--- src/rtl/ssl_pkg.sv ---
`default_nettype none

package ssl_pkg;

  localparam int POS_W  = 11;
  localparam int STAT_W = 2;

  localparam logic [STAT_W-1:0] STATUS_OK   = 2'd0;
  localparam logic [STAT_W-1:0] STATUS_DUP  = 2'd1;
  localparam logic [STAT_W-1:0] STATUS_FULL = 2'd2;

  // Control broadcast from the sequencer to every cell.
  typedef struct packed {
    logic cmp;    // compare every entry against the key
    logic shift;  // move the scan word one cell toward cell 0
    logic ins;    // open a slot and drop the key into it
  } cell_ctl_t;

  // Scan word handed from cell to cell.
  typedef struct packed {
    logic lt;
    logic eq;
  } scan_t;

endpackage

`default_nettype wire

--- src/rtl/ssl_cell.sv ---
`default_nettype none

module ssl_cell #(
  parameter int KEY_W = 32,
  parameter int CNT_W = 11,
  parameter int IDX   = 0
) (
  input  wire logic              clk,
  input  wire logic              rst_n,
  input  wire ssl_pkg::cell_ctl_t ctl,
  input  wire logic [KEY_W-1:0]  key,
  input  wire logic [CNT_W-1:0]  fill,
  input  wire logic [KEY_W-1:0]  prev_value,
  input  wire logic              prev_lt,
  input  wire ssl_pkg::scan_t    scan_in,
  output logic [KEY_W-1:0]       value,
  output logic                   lt,
  output ssl_pkg::scan_t         scan_out
);

  logic [KEY_W-1:0] val_r;
  logic             lt_r;
  logic             lt_nxt;
  logic             eq_nxt;
  logic             used;
  ssl_pkg::scan_t   scan_r;

  assign used   = fill > CNT_W'(IDX);
  assign lt_nxt = used && (val_r < key);
  assign eq_nxt = used && (val_r == key);

  always_ff @(posedge clk) begin
    if (!rst_n) begin
      lt_r   <= 1'b0;
      scan_r <= '0;
    end else if (ctl.cmp) begin
      lt_r      <= lt_nxt;
      scan_r.lt <= lt_nxt;
      scan_r.eq <= eq_nxt;
    end else if (ctl.shift) begin
      scan_r <= scan_in;
    end
  end

  // Entries at or above the insert point move up one slot; the first one takes the key.
  always_ff @(posedge clk) begin
    if (ctl.ins && !lt_r) begin
      val_r <= prev_lt ? key : prev_value;
    end
  end

  assign value    = val_r;
  assign lt       = lt_r;
  assign scan_out = scan_r;

endmodule

`default_nettype wire

--- config.mk ---
export PLATFORM = sky130hd
export DESIGN_NAME = ssl_cell
export DESIGN_NICKNAME = d
export VERILOG_FILES = /design/src/rtl/ssl_pkg.sv /design/src/rtl/ssl_cell.sv
export SDC_FILE = /design/constraint.sdc
export NUM_CORES = 1
export LEC_CHECK = 0
export ABC_AREA = 1
export BUFFER_PORTS_ARGS = -buffer_cell sky130_fd_sc_hd__buf_2
export CAP_MARGIN = 15
export CORE_UTILIZATION = 36
export DETAILED_ROUTE_END_ITERATION = 6
export MAX_ROUTING_LAYER = met4
export PLACE_DENSITY = 0.66
export SLEW_MARGIN = 20
export SYNTH_ARGS = -nofsm -noshare
export SYNTH_HDL_FRONTEND = slang
export SYNTH_SLANG_ARGS = --single-unit
export TNS_END_PERCENT = 50
--- constraint.sdc ---
create_clock -name clk -period 7.1 [get_ports clk]
set_clock_uncertainty 0.15 [all_clocks]
set_input_delay 0 -clock clk [delete_from_list [all_inputs] [get_ports clk]]
set_output_delay 0 -clock clk [all_outputs]
set_load 0.005 [all_outputs]
* Word level (Yosys, flattened, before mapping) *
Cells that the tools add are included.

word-level totals
  output and inout bits = 35
  input bits = 83
  latch bits = 0
  memory bits (read-only) = 0
  word-level logic and storage cells = 15
  memories = 0
  bits in registers = 35
  RAM bits = 0

operators by class
  divide/modulo/power cells = 0
  bitwise operators = 0
  $add $sub $neg = 0
  magnitude comparators = 2
  shift operators = 0
  reduce and logical (&&, ||, !) cells = 5
  multiply operators = 0
  multiplexer cells = 3
  eq/ne operators = 1

operators with widths
  kind                 number
  $eq 32x32->1         1
  $lt 32x32->1         1
  $mux 32              1
  $gt 11x1->1 const B  1
  $mux 2               2
  $logic_and 1x1->1    3
  $reduce_bool 2->1    1
  $logic_not 1->1      1

* Depth between registers and ports, before layout *
Gate-level depths: netlist (run 1).

  depth in word-level cells = 3
  depth in mapped cells = 14
  gate-level depth less buffers = 14

* Worst setup path after synthesis (run 1) *
OpenSTA, ideal clock, no wires.

  path type = flip-flop to flip-flop
  from = register lt_r (netlist: lt)
  to = register val_r[0] (netlist: value[0]), enable pin
  path slack = 4835 ps
  stages on the path, launching flop included = 2
  data arrival time = 1693 ps
  setup time = 422 ps
  clock period less this slack = 2265 ps
  required time = 6528 ps
  path buffers = 0
  cells stage by stage = dfxtp_1 nor2_1

between the ends
  cells in the longest elaborated chain, start to end = 2

RTL lines
  what                    line            text
  start, declared         ssl_cell.sv:22  logic lt_r;
  start signal, assigned  ssl_cell.sv:37  lt_r <= lt_nxt;
  $logic_not 1->1         ssl_cell.sv:47  if (ctl.ins && !lt_r) begin
  $logic_and 1x1->1       ssl_cell.sv:47
  end signal, assigned    ssl_cell.sv:48  val_r <= prev_lt ? key : prev_value;
  end, declared           ssl_cell.sv:21  logic [KEY_W-1:0] val_r;

Every way passes these cells.
A chain may end at the register's enable or synchronous reset.

* Worst setup path in the final report (run 1) *
  from = register val_r[15] (netlist: value[15])
  to = register scan_r, in the netlist scan_out[1]

between the ends
  cells in the longest elaborated chain, start to end = 3

RTL lines
  what                  line            text
  $lt 32x32->1          ssl_cell.sv:29  assign lt_nxt = used && (val_r < key);
  $logic_and 1x1->1     ssl_cell.sv:29
  $mux 2                ssl_cell.sv:36  end else if (ctl.cmp) begin
  end signal, assigned  ssl_cell.sv:41  scan_r <= scan_in;
  end, declared         ssl_cell.sv:26  ssl_pkg::scan_t scan_r;

Every way passes these cells.

==> results summary, run 1 <==
The stage delay of the slowest cell on the critical path came out at between 0.5 and 0.6 ns. The clock-pin slew on the worst setup and hold paths is 0.08 ns. VDD sags by at most 0.09732 mV. The cell count after synthesis came out at 270. The clock tree buffer depth came out at 2. The post-synth net total is 385. A synthesized cell averages 8.531 um^2.

The final instance area is between 3000 and 4000 um^2. The number of H-tree levels is 2. The area fraction of the dominant cell type after synthesis is 0.4172. The number of setup violations in the final report is 0.

The proportion of layout cells with a drive suffix above 1 came out at 0.2885. The aggregate negative setup slack came out at 0 ns. The number of design rule violations left after detail routing is 0. Timing would allow up to 0.4493 GHz. The library cells used most frequently in the layout, excluding fill and tap cells, are buf_2 (117), dlygate4sd3_1 (72), a21oi_1 (46), nor2_1 (44), inv_1 (43). The worst setup path is of the reg2reg kind.

In the global route stage, overall resource usage came out at 0.1982. The worst path buffer plus inverter count is 2. For the worst setup path, the data required time is between 7 and 8 ns. The post-cts gate resize count came out at 0. The vias per cell came out at between 4 and 5.

The first global-routing pass estimated 9.694 mm of wire. Once placement finished, the instance area stood at ~3000 um^2. The master cell of the clock root buffer is clkbuf_8.

Power spread over the standard cell area amounts to 157.8 nW/um^2. The placeable core region is 6061 um^2. The number of global-route vias before repair was 2,328. The number of buffers inserted by port buffering is around 120. The library cell used most frequently in the layout, excluding fill and tap cells, is buf_2.

Detailed routing inserted a total of 2,439 vias. For this run, the register share of the synthesized area comes to 0.4432. The floorplan die area came out at 6722 um^2.

The signal on the critical path passes through ha_1 -> nand2_1 -> nor2_1 -> nand2_1 -> inv_1 -> nand2_1 -> nand2_1 -> nand2_1 -> nand2_1 -> a21oi_1 -> dlygate4sd3_1. STA classifies the critical path endpoint as a register. The mapped netlist covers 2303 um^2. The minimum clock period after layout came out at 2.226 ns. Among all stages on the critical path, the largest delay is contributed by dlygate4sd3_1. Buffers added to address setup during post-CTS repair amount to 0. Data on the critical path arrives at its endpoint at around 2.3 ns. The routed wire length per instance came out at between 10 and 15 um. The number of unique standard cell types used by synthesis came out at 22. Global routing finished with a remaining overflow of 0. Among the stages of the critical path, the cell type that occurs most often is nand2_1. The net count of the finished layout is 575. The transition time at the pin with the least slew margin came out at 0.9801 ns. Including well taps, the total number of placed cells is 456.

The number of warnings issued by yosys came out at 0. The relative area change from synthesis to final layout is 65.18%. The final max-slew violation count is 0. Clock latency on the worst-skew pair, taken at its later pin, is 0.29 ns.

Counting instances, the worst hold path has a depth of 3. Along the worst path, the maximum fanout reaches 2. The number of clock buffers inserted by TritonCTS came out at 5. The first-iteration detailed-routing DRC count came out at 85. The half-perimeter wire length after placement came out at 4.287 mm. Measured against its own limit, the worst slew margin works out to 0.3450. The critical path depth in cells came out at 11. The flip-flop and latch count after synthesis is 35. The effective utilization at floorplan came out at 0.3801. The I/O pin total is 118.

The number of antenna-violating nets in the routed design is 0. The worst hold path class is in2reg. Setup repair after global routing left no endpoint under its margin.

The number of antenna diodes in the final layout is 0. The TritonCTS clock tree is yes. From left edge to right edge, the die measures 81.99 um.

The cell type contributing the most total cell area after synthesis is edfxtp_1. The part of the cycle the worst path needs is 0.3135. The count of placed standard cells in the final layout, fillers left out came out at about 540. The number of violations of the max-capacitance limit came out at 0. The height of the chip is 81.99 um. The total wire length is roughly 6.3 mm. The placement row count is 28. In this run the static leakage power is 1.903 nW. The cell family contributing the most delay on the critical path is buffers and inverters. The routability congestion estimate came out at 0.7329.

The number of hold violations in the final report came out at 0. The largest net degree at the start of global routing is 64. The first detailed-routing pass ran for 4 iterations.

The flow ran to the end, and the final reports show no timing, DRC or antenna violations. The initial antenna violation count is 0. Measured in cells, the most critical reg-to-reg path has a length of 11. Ranked by total cell area, the synthesized netlist is headed by edfxtp_1 (42%), ha_1 (17%), a21oi_1 (10%).

The number of clock sinks seen by CTS came out at 35. The kind of start point of the critical path is a register.
==> state kept, by name (all words and copies together), names as in the netlist <==
name,cells
lt,1
scan_out,2
value,32
==> cell type report <==
| class | instances | area (um^2) |
|---|---|---|
| Multi-Input combinational cell | 184 | 1094 |
| Tap cell | 75 | 93.84 |
| Clock inverter | 2 | 35.03 |
| Timing Repair Buffer | 190 | 1314 |
| Inverter | 44 | 165.2 |
| Fill cell | 546 | 2256 |
| Sequential cell | 35 | 1021 |
| Clock buffer | 6 | 82.58 |
==> synthesized netlist by cell type (all sizes together) <==
cell type / count
nor3b: 1
o21ai: 5
a31oi: 1
nor2: 48
a21o: 1
buf: 4
nor2b: 1
a21oi: 46
mux2: 1
o21a: 1
dfxtp: 3
nand4: 4
nand2: 40
ha: 32
nand3: 2
clkbuf: 3
edfxtp: 32
inv: 44
nor3: 1
==> report_power, final <==
part           leakage, nW  internal, W  total (W)  switching [W]
registers            0.329     0.000245   0.000254     0.00000827
clock network       0.0612     0.000114   0.000189      0.0000756
logic                 1.51    0.0000872   0.000158      0.0000705
total                 1.90     0.000446   0.000601       0.000154
==> kinds of logic after synthesis <==
kind of cell               share of synthesized area
AOI/OAI and AO/OA                             0.1200
buffers and inverters                        0.08528
muxes                                       0.004888
and+or+nand+nor                               0.1727
DFF                                           0.4432
adders and majority gates                     0.1738
==> worst register-to-register path, delay by kind of cell (launching register included) <==
kind / cells / cell delay [ns]
buffers and inverters: 2 / 0.62
flip-flops: 1 / 0.39
AO/OA/AOI/OAI: 1 / 0.06
AND/OR/NAND/NOR: 7 / 0.60
adder cells (fa/ha/maj): 1 / 0.31
==> layer usage <==
layer / GRT usage / up-vias / routed length (um)
met2: 0.3612 / 84 / 3132
met1: 0.2182 / 1069 / 2746
met4: 0.07368 / 0 / 84
met3: 0.02556 / 7 / 292
li1: - / 1279 / -
met5: - / - / 0
==> what timing repair did <==
action                                  in CTS  in global routing
endpoints found under the setup margin       0                  0
endpoints found under the hold margin       35                  0
hold buffers                                72                  0
==> path summary, 6_finish.rpt <==
| check | end | from | slack, ns |
|---|---|---|---|
| worst max-delay path | scan_out[1] | value[15] | 4.87 |
| worst min-delay path | value[13] | ctl[0] | 0.14 |
| worst max register to register | scan_out[1] | value[15] | 4.87 |
| worst min register to register | value[13] | lt | 0.67 |
==> metrics by stage <==
| stage | utilization | total power, W | setup slack (ns) | hold slack, ns |
|---|---|---|---|---|
| global route | 0.6278 | 0.0006380 | 4.684 | 0.1773 |
| detailed placement | 0.4895 | 0.0003776 | 5.383 | 0.09442 |
| global placement | 0.4895 | 0.0003745 | 5.401 | 0.08559 |
| finish | 0.6278 | 0.0006006 | 4.874 | 0.1392 |
| CTS | 0.6278 | 0.0006057 | 4.834 | 0.1403 |
| floorplan | - | 0.0003237 | 4.835 | -0.04078 |
(Power assumes the default switching activity.)
==> inputs of run 2 (changes only) <==
- PLACE_DENSITY: 0.66 -> 0.68
- clock period: 7.1 -> 1.9 ns (I/O delays scaled with it)
==> run 2 against run 1 <==
  * Clock-buffer cell count up 1
  * Sequential power grew to 3.7 times the previous value
  * Utilization hardly changed
  * Global-route usage increased by 1.2 points
  * Clock power grew to 3.6 times the previous value
  * Total power increased to 3.7 times the previous value
  * Cell count increased by 0.37%
  * Worst hold slack got worse by 0.073 ns
  * Via count increased by 1.6%
  * Critical path depth shrank 3
  * Highest routed layer unchanged
==> results summary, run 2 (synthesis gave the netlist of run 1 again) <==
The placement row count came out at 28 (unchanged). The number of design rule violations left after detail routing came to 0 (unchanged). The path with the worst hold slack has its endpoint at scan_out[0].

The vias per cell came out at 4.608 (+1.3%). The largest vdd supply drop came to 0.3279 mV (+240%). The number of cells on the worst reg-to-reg path is 8 (-3).

The number of cells traversed by the worst hold path was 5 (+2). The total area of sequential cells came to 1021 um^2 (unchanged). The number of flip-flops in the largest register was 32 (unchanged). The met3 wirelength from detailed routing is 368 um (+26%). The setup slack on the worst flop-to-flop path is 0.20 ns (-4.67 ns).

The final-layout worst hold slack is 0.06627 ns (-0.07291 ns). The minimum clock period after layout came to 1.701 ns (-0.5250 ns). The effective utilization at floorplan came out at 0.3801 (unchanged). The number of H-tree levels came out at 2 (unchanged). The final max-slew violation count is 0 (unchanged). The library cell used most frequently in the layout, excluding fill and tap cells, is buf_2. The routability congestion estimate is 0.7703 (+5.1%). The part of the cycle the worst path needs came to 0.8950 (+0.5816). The I/O pin total is 118 (unchanged). The post-cts gate resize count came to 0 (unchanged). The part of the total power dissipated in sequential elements came out at 0.429 (+0.007). The total wire length came out at 6.462 mm (+3.3%). The number of global-route vias before repair came out at 2,507 (+7.7%). The maximum net fanout on the critical path came out at 2 (unchanged). The transition time at the pin with the least slew margin came out at 0.3194 ns (-0.6607 ns).

The first-pass detailed-route iteration total is 4 (unchanged). The worst slew margin relative to its limit is 0.7871 (+0.4420). The area of the multi-input gates is 1094 um^2 (unchanged). The met2 routed wirelength came out at 3.208 mm (+2.4%). The internal power component is 0.001636 W (+270%). In this run the critical register-to-register path is launched from value[23].

The run finished with clean final reports. The core occupancy in the finished layout is 0.6280 (about the same). The net switching power figure was 0.0005743 W (+270%). The first-pass GRT wire length was 10.40 mm (+7.3%). The number of fill cells in the layout came to 535 (-2.0%). The worst setup path is of the reg2reg kind. The placeable core region came out at 6061 um^2 (unchanged). The total chip power is 0.002210 W (+270%). The number of hold-repair buffers added at the cts stage is 71 (-1.4%). The routed wire length per instance is 12.01 um (+2.9%). The number of hold violations in the final report is 0 (unchanged). The worst setup path is launched from a register. The number of antenna-violating nets in the routed design is 0 (unchanged). The endpoint identified for the worst register-to-register timing path is scan_out[1]. The total congestion overflow after global routing was 0 (unchanged). The part of the power in combinational logic was 0.267 (+0.005).

The worst setup slack after placement came out at 0.2002 ns (-5.183 ns). The half-perimeter wire length after placement came to 4.477 mm (+4.4%). The worst path setup slack after routing came out at 0.1995 ns (-4.675 ns). The largest net degree at the start of global routing came out at 33 (-48%). The die extent in x is 81.99 um (unchanged). The proportion of layout cells with a drive suffix above 1 was 0.2894 (+0.0009136). The initial antenna violation count came out at 0 (unchanged).

The number of buffers inserted by port buffering came to 117 (unchanged). The top achievable clock speed is 0.5881 GHz (+31%). The number of violations of the max-capacitance limit came out at 0 (unchanged). The first-iteration detailed-routing DRC count is 76 (-11%). The relative area change from synthesis to final layout was 65.24% (about the same). The clock insertion delay at the later pin of the skew report came out at 0.29 ns (about the same).

The clock-pin slew on the worst setup and hold paths is 0.07 ns (about the same). The clock tree buffer depth came out at 2 (unchanged). The number of diodes added for antenna fixing came out at 0 (unchanged). The total setup buffers inserted after CTS is 0 (unchanged). The post-layout net count is 577 (+0.35%). The worst setup path is captured at a register. The total via count in the routed design is 2,479 (+1.6%).

The height of the chip is 81.99 um (unchanged). In the layout the commonest cells are buf_2 (117), dlygate4sd3_1 (71), a21oi_1 (46), nor2_1 (44), inv_1 (43). The startpoint identified for the worst hold timing path is fill[1].

The overall fraction of global-route tracks in use came to 0.2105 (+0.01233). The total routed wire length on the met1 layer is 2.686 mm (-2.2%). The master cell of the clock root buffer is clkbuf_8. The number of clock buffers inserted by TritonCTS was 5 (unchanged). The power density over the cells came out at 580.7 nW/um^2 (+270%).

The number of setup violations in the final report is 0 (unchanged). TritonCTS built the clock tree. The aggregate negative setup slack is 0 ns (unchanged). The switching fraction of total power came out at 0.2598 (+0.002774). The relative contribution of the clock network to total power came out at 0.304 (-0.011). The data arrival time of the critical path came out at 1.73 ns (-0.53 ns).

The static leakage came out at 1.899 nW (-0.18%). The worst hold path class is in2reg. The critical path data required time is 1.93 ns (-5.21 ns). Setup repair after global routing left no endpoint under its margin.

The floorplan die area came out at 6722 um^2 (unchanged). The number of clock sinks seen by CTS is 35 (unchanged). The detailed router used layers up to and including met4.
run 2: worst max path at each step:
stage	from	endpoint	slack [ns]	cells past startpoint
floorplan	lt	value[0]	0.16	1
global placement	value[31]	scan_out[1]	0.21	8
detailed placement	value[23]	scan_out[1]	0.20	8
CTS	value[23]	scan_out[1]	0.18	8
global route	value[23]	scan_out[0]	0.08	7
finish	value[23]	scan_out[1]	0.20	8
run 2: routing by layer:
layer  up-vias  global-route usage
met2        92              0.3843
met5         -                   -
met1      1088              0.2160
met4         0             0.09825
li1       1279                   -
met3        20             0.03889
run 2: cell type report:
| type | count | area share |
|---|---|---|
| Tap cell | 75 | 0.02465 |
| Clock inverter | 1 | 0.007890 |
| Timing Repair Buffer | 192 | 0.3485 |
| Clock buffer | 7 | 0.02005 |
| Sequential cell | 35 | 0.2682 |
| Inverter | 44 | 0.04339 |
| Multi-Input combinational cell | 184 | 0.2873 |
run 2: per-stage QoR:
stage	area, um^2	instances
final	3806	538
after global routing	3806	538
after CTS	3806	538
after detailed placement	2989	459
after global placement	2989	459
after floorplan	2306	270
run 2: worst max-delay path, cell delays in order, from the launching register on:
cell      delay, ns
edfxtp_1       0.42
ha_1           0.33
nand2_1        0.08
nor2_1         0.15
nand4_1        0.14
nor2_2         0.13
nand2_1        0.06
nand2_1        0.07
a21oi_1        0.06
run 2: power by group through the flow:
stage / Combinational [W] / Clock, W / Sequential (W)
2_1_floorplan: 0.000240 / 0 / 0.000970
3_3_place_gp: 0.000440 / 0 / 0.000963
3_5_place_dp: 0.000450 / 0 / 0.000966
4_1_cts: 0.000586 / 0.000687 / 0.000949
5_1_grt: 0.000672 / 0.000716 / 0.000956
6_report: 0.000589 / 0.000673 / 0.000948
==> inputs of run 3 (changes only) <==
- CORE_MARGIN: not set -> 2
- GPL_ROUTABILITY_DRIVEN: not set -> 0
==> run 3 against run 2 <==
  * Worst hold slack better by 0.0014 ns
  * Worst setup slack worse by 0.0090 ns
  * Die area grew 4.9%
  * Global-route usage fell by 1.9 points
  * Clock-buffer cell count stayed put
  * Clock power is 21% lower
  * Via count shrank 0.77%
  * Critical path type unchanged
  * Largest power group unchanged
==> results summary, run 3 (synthesis gave the netlist of run 1 again) <==
The first-iteration detailed-routing DRC count came to 84 (+11%). The worst slew margin relative to its limit came out at 0.7974 (+0.01029). The number of hold violations in the final report is 0 (unchanged). The number of clock sinks seen by CTS was 35 (unchanged).

The switching fraction of total power came out at 0.2737 (+0.01385). The worst setup slack after placement is 0.2091 ns (+0.008856 ns). The part of the total power dissipated in sequential elements came out at 0.460 (+0.031). The number of design rule violations left after detail routing is 0 (unchanged). The flow ran to the end, and the final reports show no timing, DRC or antenna violations.

The number of violations of the max-capacitance limit is 0 (unchanged). TritonCTS built the clock tree. The clock-pin slew on the worst setup and hold paths came out at 0.07 ns (about the same). The post-cts gate resize count was 0 (unchanged).

The worst hold path class is in2reg. The placeable core region came to 6277 um^2 (+3.6%). The total routed wire length on the met1 layer is 2.650 mm (-1.3%).

Setup repair after global routing left no endpoint under its margin. The data arrival time of the critical path is 1.74 ns (about the same). The minimum clock period after layout is 1.710 ns (+0.009006 ns). The kind of start point of the critical path is a register. The placement row count was 29 (+3.6%). The I/O pin total is 118 (unchanged). The maximum net fanout on the critical path came to 2 (unchanged). STA classifies the critical path endpoint as a register. The height of the chip is 83.99 um (+2.4%). The aggregate negative setup slack was 0 ns (unchanged). The static leakage came out at 1.881 nW (-0.94%). The proportion of layout cells with a drive suffix above 1 came out at 0.2891 (about the same). The met2 routed wirelength is 3.134 mm (-2.3%). The total setup buffers inserted after CTS is 0 (unchanged). The total via count in the routed design came out at 2,460 (-0.77%). The stage delay of the slowest cell on the critical path is 0.41 ns (about the same). The library cell used most frequently in the layout, excluding fill and tap cells, is buf_2. The net switching power figure came to 0.0005653 W (-1.6%). The die extent in x is 83.99 um (+2.4%). The worst setup path is of the reg2reg kind. Traced cell by cell, the critical path runs through ha_1 -> nand2_1 -> nor2_1 -> nand4_1 -> nor2_2 -> nand2_1 -> nand2_1 -> a21oi_1.

The initial antenna violation count came out at 0 (unchanged). The final instance area came to 3769 um^2 (-0.99%). The largest net degree at the start of global routing came out at 33 (unchanged). The total wire length is 6.314 mm (-2.3%). The number of H-tree levels came out at 2 (unchanged). The count of placed standard cells in the final layout, fillers left out came to 537 (-0.19%). The met3 wirelength from detailed routing came out at 419 um (+14%). The floorplan die area is 7054 um^2 (+4.9%). The number of diodes added for antenna fixing is 0 (unchanged). The overall fraction of global-route tracks in use came out at 0.1911 (-0.01938). The clock tree buffer depth is 2 (unchanged).

The transition time at the pin with the least slew margin was 0.3040 ns (-0.01543 ns). The number of cells after detailed placement is 460 (+0.22%). The top achievable clock speed came out at 0.5850 GHz (-0.53%). The number of flip-flops in the largest register is 32 (unchanged). The part of the power in combinational logic came out at 0.284 (+0.017). The first-pass GRT wire length came out at 10.62 mm (+2.1%). On the critical path, the stage with the largest delay is an instance of edfxtp_1. The number of antenna-violating nets in the routed design came to 0 (unchanged). The post-layout net count was 574 (-0.52%).

The number of setup violations in the final report is 0 (unchanged). The largest vdd supply drop came out at 0.3343 mV (+2.0%). The critical path data required time is 1.93 ns (about the same). The first-pass detailed-route iteration total was 4 (unchanged). The number of clock buffers inserted by TritonCTS came out at 5 (unchanged). The relative area change from synthesis to final layout is 63.61%. The number of hold-repair buffers added at the cts stage is 69 (-2.8%). The number of global-route vias before repair was 2,493 (-0.56%). The master cell of the clock root buffer is clkbuf_8. The final max-slew violation count is 0 (unchanged). Leaving out fill and tap cells, the most frequent cells in the layout are buf_2 (117), dlygate4sd3_1 (69), a21oi_1 (46), nor2_1 (44), inv_1 (43). The placed cell area came out at 2997 um^2 (+0.25%). The most numerous cell type found on the critical path is nand2_1. The worst path setup slack after routing came to 0.1905 ns (-0.009006 ns). The power density over the cells came out at 548.2 nW/um^2 (-5.6%). The routed wire length per instance was 11.76 um (-2.1%).

The total congestion overflow after global routing is 0 (unchanged). The relative contribution of the clock network to total power came out at 0.257 (-0.047). The vias per cell came to 4.581 (-0.58%). The effective utilization at floorplan is 0.3670 (-0.01311).

The clock insertion delay at the later pin of the skew report came out at 0.28 ns (about the same). The number of buffers inserted by port buffering is 117 (unchanged). The part of the cycle the worst path needs came out at 0.8998 (+0.004740). The half-perimeter wire length after placement was 4.431 mm (-1.0%).

The highest metal layer carrying signal wires in the routed design is met4. The internal power component came out at 0.001500 W (-8.3%).
[run 3: changes by cell type in the layout (fill, tap and decap cells not counted)]
cell           before  now
clkinv_2            0    1
buf_12              0    1
bufinv_16           1    0
dlygate4sd3_1      71   69
buf_4               4    2
[run 3: cell type report]
cell class / instances / area, um^2
clock buffer: 7 / 76.32
inverter: 44 / 165.2
fill: 565 / 2509
clock inverter: 1 / 5.005
multi-input combinational: 184 / 1094
tap: 77 / 96.34
timing repair buffer: 189 / 1311
sequential: 35 / 1021
[run 3: worst paths after layout]
check	startpoint	to	slack (ns)	cells after the start
worst max-delay path	value[23]	scan_out[1]	0.19	8
worst min-delay path	fill[1]	scan_out[0]	0.07	5
worst max register to register	value[23]	scan_out[1]	0.19	8
worst min register to register	lt	lt	0.38	2
[run 3: power by group through the flow]
stage	logic [W]	clock network (W)	registers, W
2_1_floorplan	0.000240	0	0.000970
3_3_place_gp	0.000443	0	0.000963
3_5_place_dp	0.000453	0	0.000967
4_1_cts	0.000587	0.000560	0.000950
5_1_grt	0.000665	0.000581	0.000958
6_report	0.000586	0.000530	0.000949
[run 3: critical path: cells and delay by family (launching register included)]
family          cells  cell delay (ns)
fa+ha+maj           1             0.32
simple gates        6             0.66
flops               1             0.41
compound gates      1             0.07
[run 3: per-stage QoR]
| step | util | hold WS, ns | power (W) |
|---|---|---|---|
| 2_1_floorplan | - | -0.04078 | 0.001209 |
| 3_3_place_gp | 0.4774 | 0.08554 | 0.001406 |
| 3_5_place_dp | 0.4774 | 0.08586 | 0.001420 |
| 4_1_cts | 0.6004 | 0.06768 | 0.002096 |
| 5_1_grt | 0.6004 | 0.1435 | 0.002204 |
| 6_report | 0.6004 | 0.06763 | 0.002066 |
[run 3: metal layers]
| metal | GRT usage | up-vias |
|---|---|---|
| met1 | 0.2180 | 1099 |
| met2 | 0.3280 | 82 |
| met3 | 0.04451 | 8 |
| met5 | - | - |
| li1 | - | 1271 |
| met4 | 0.06891 | 0 |
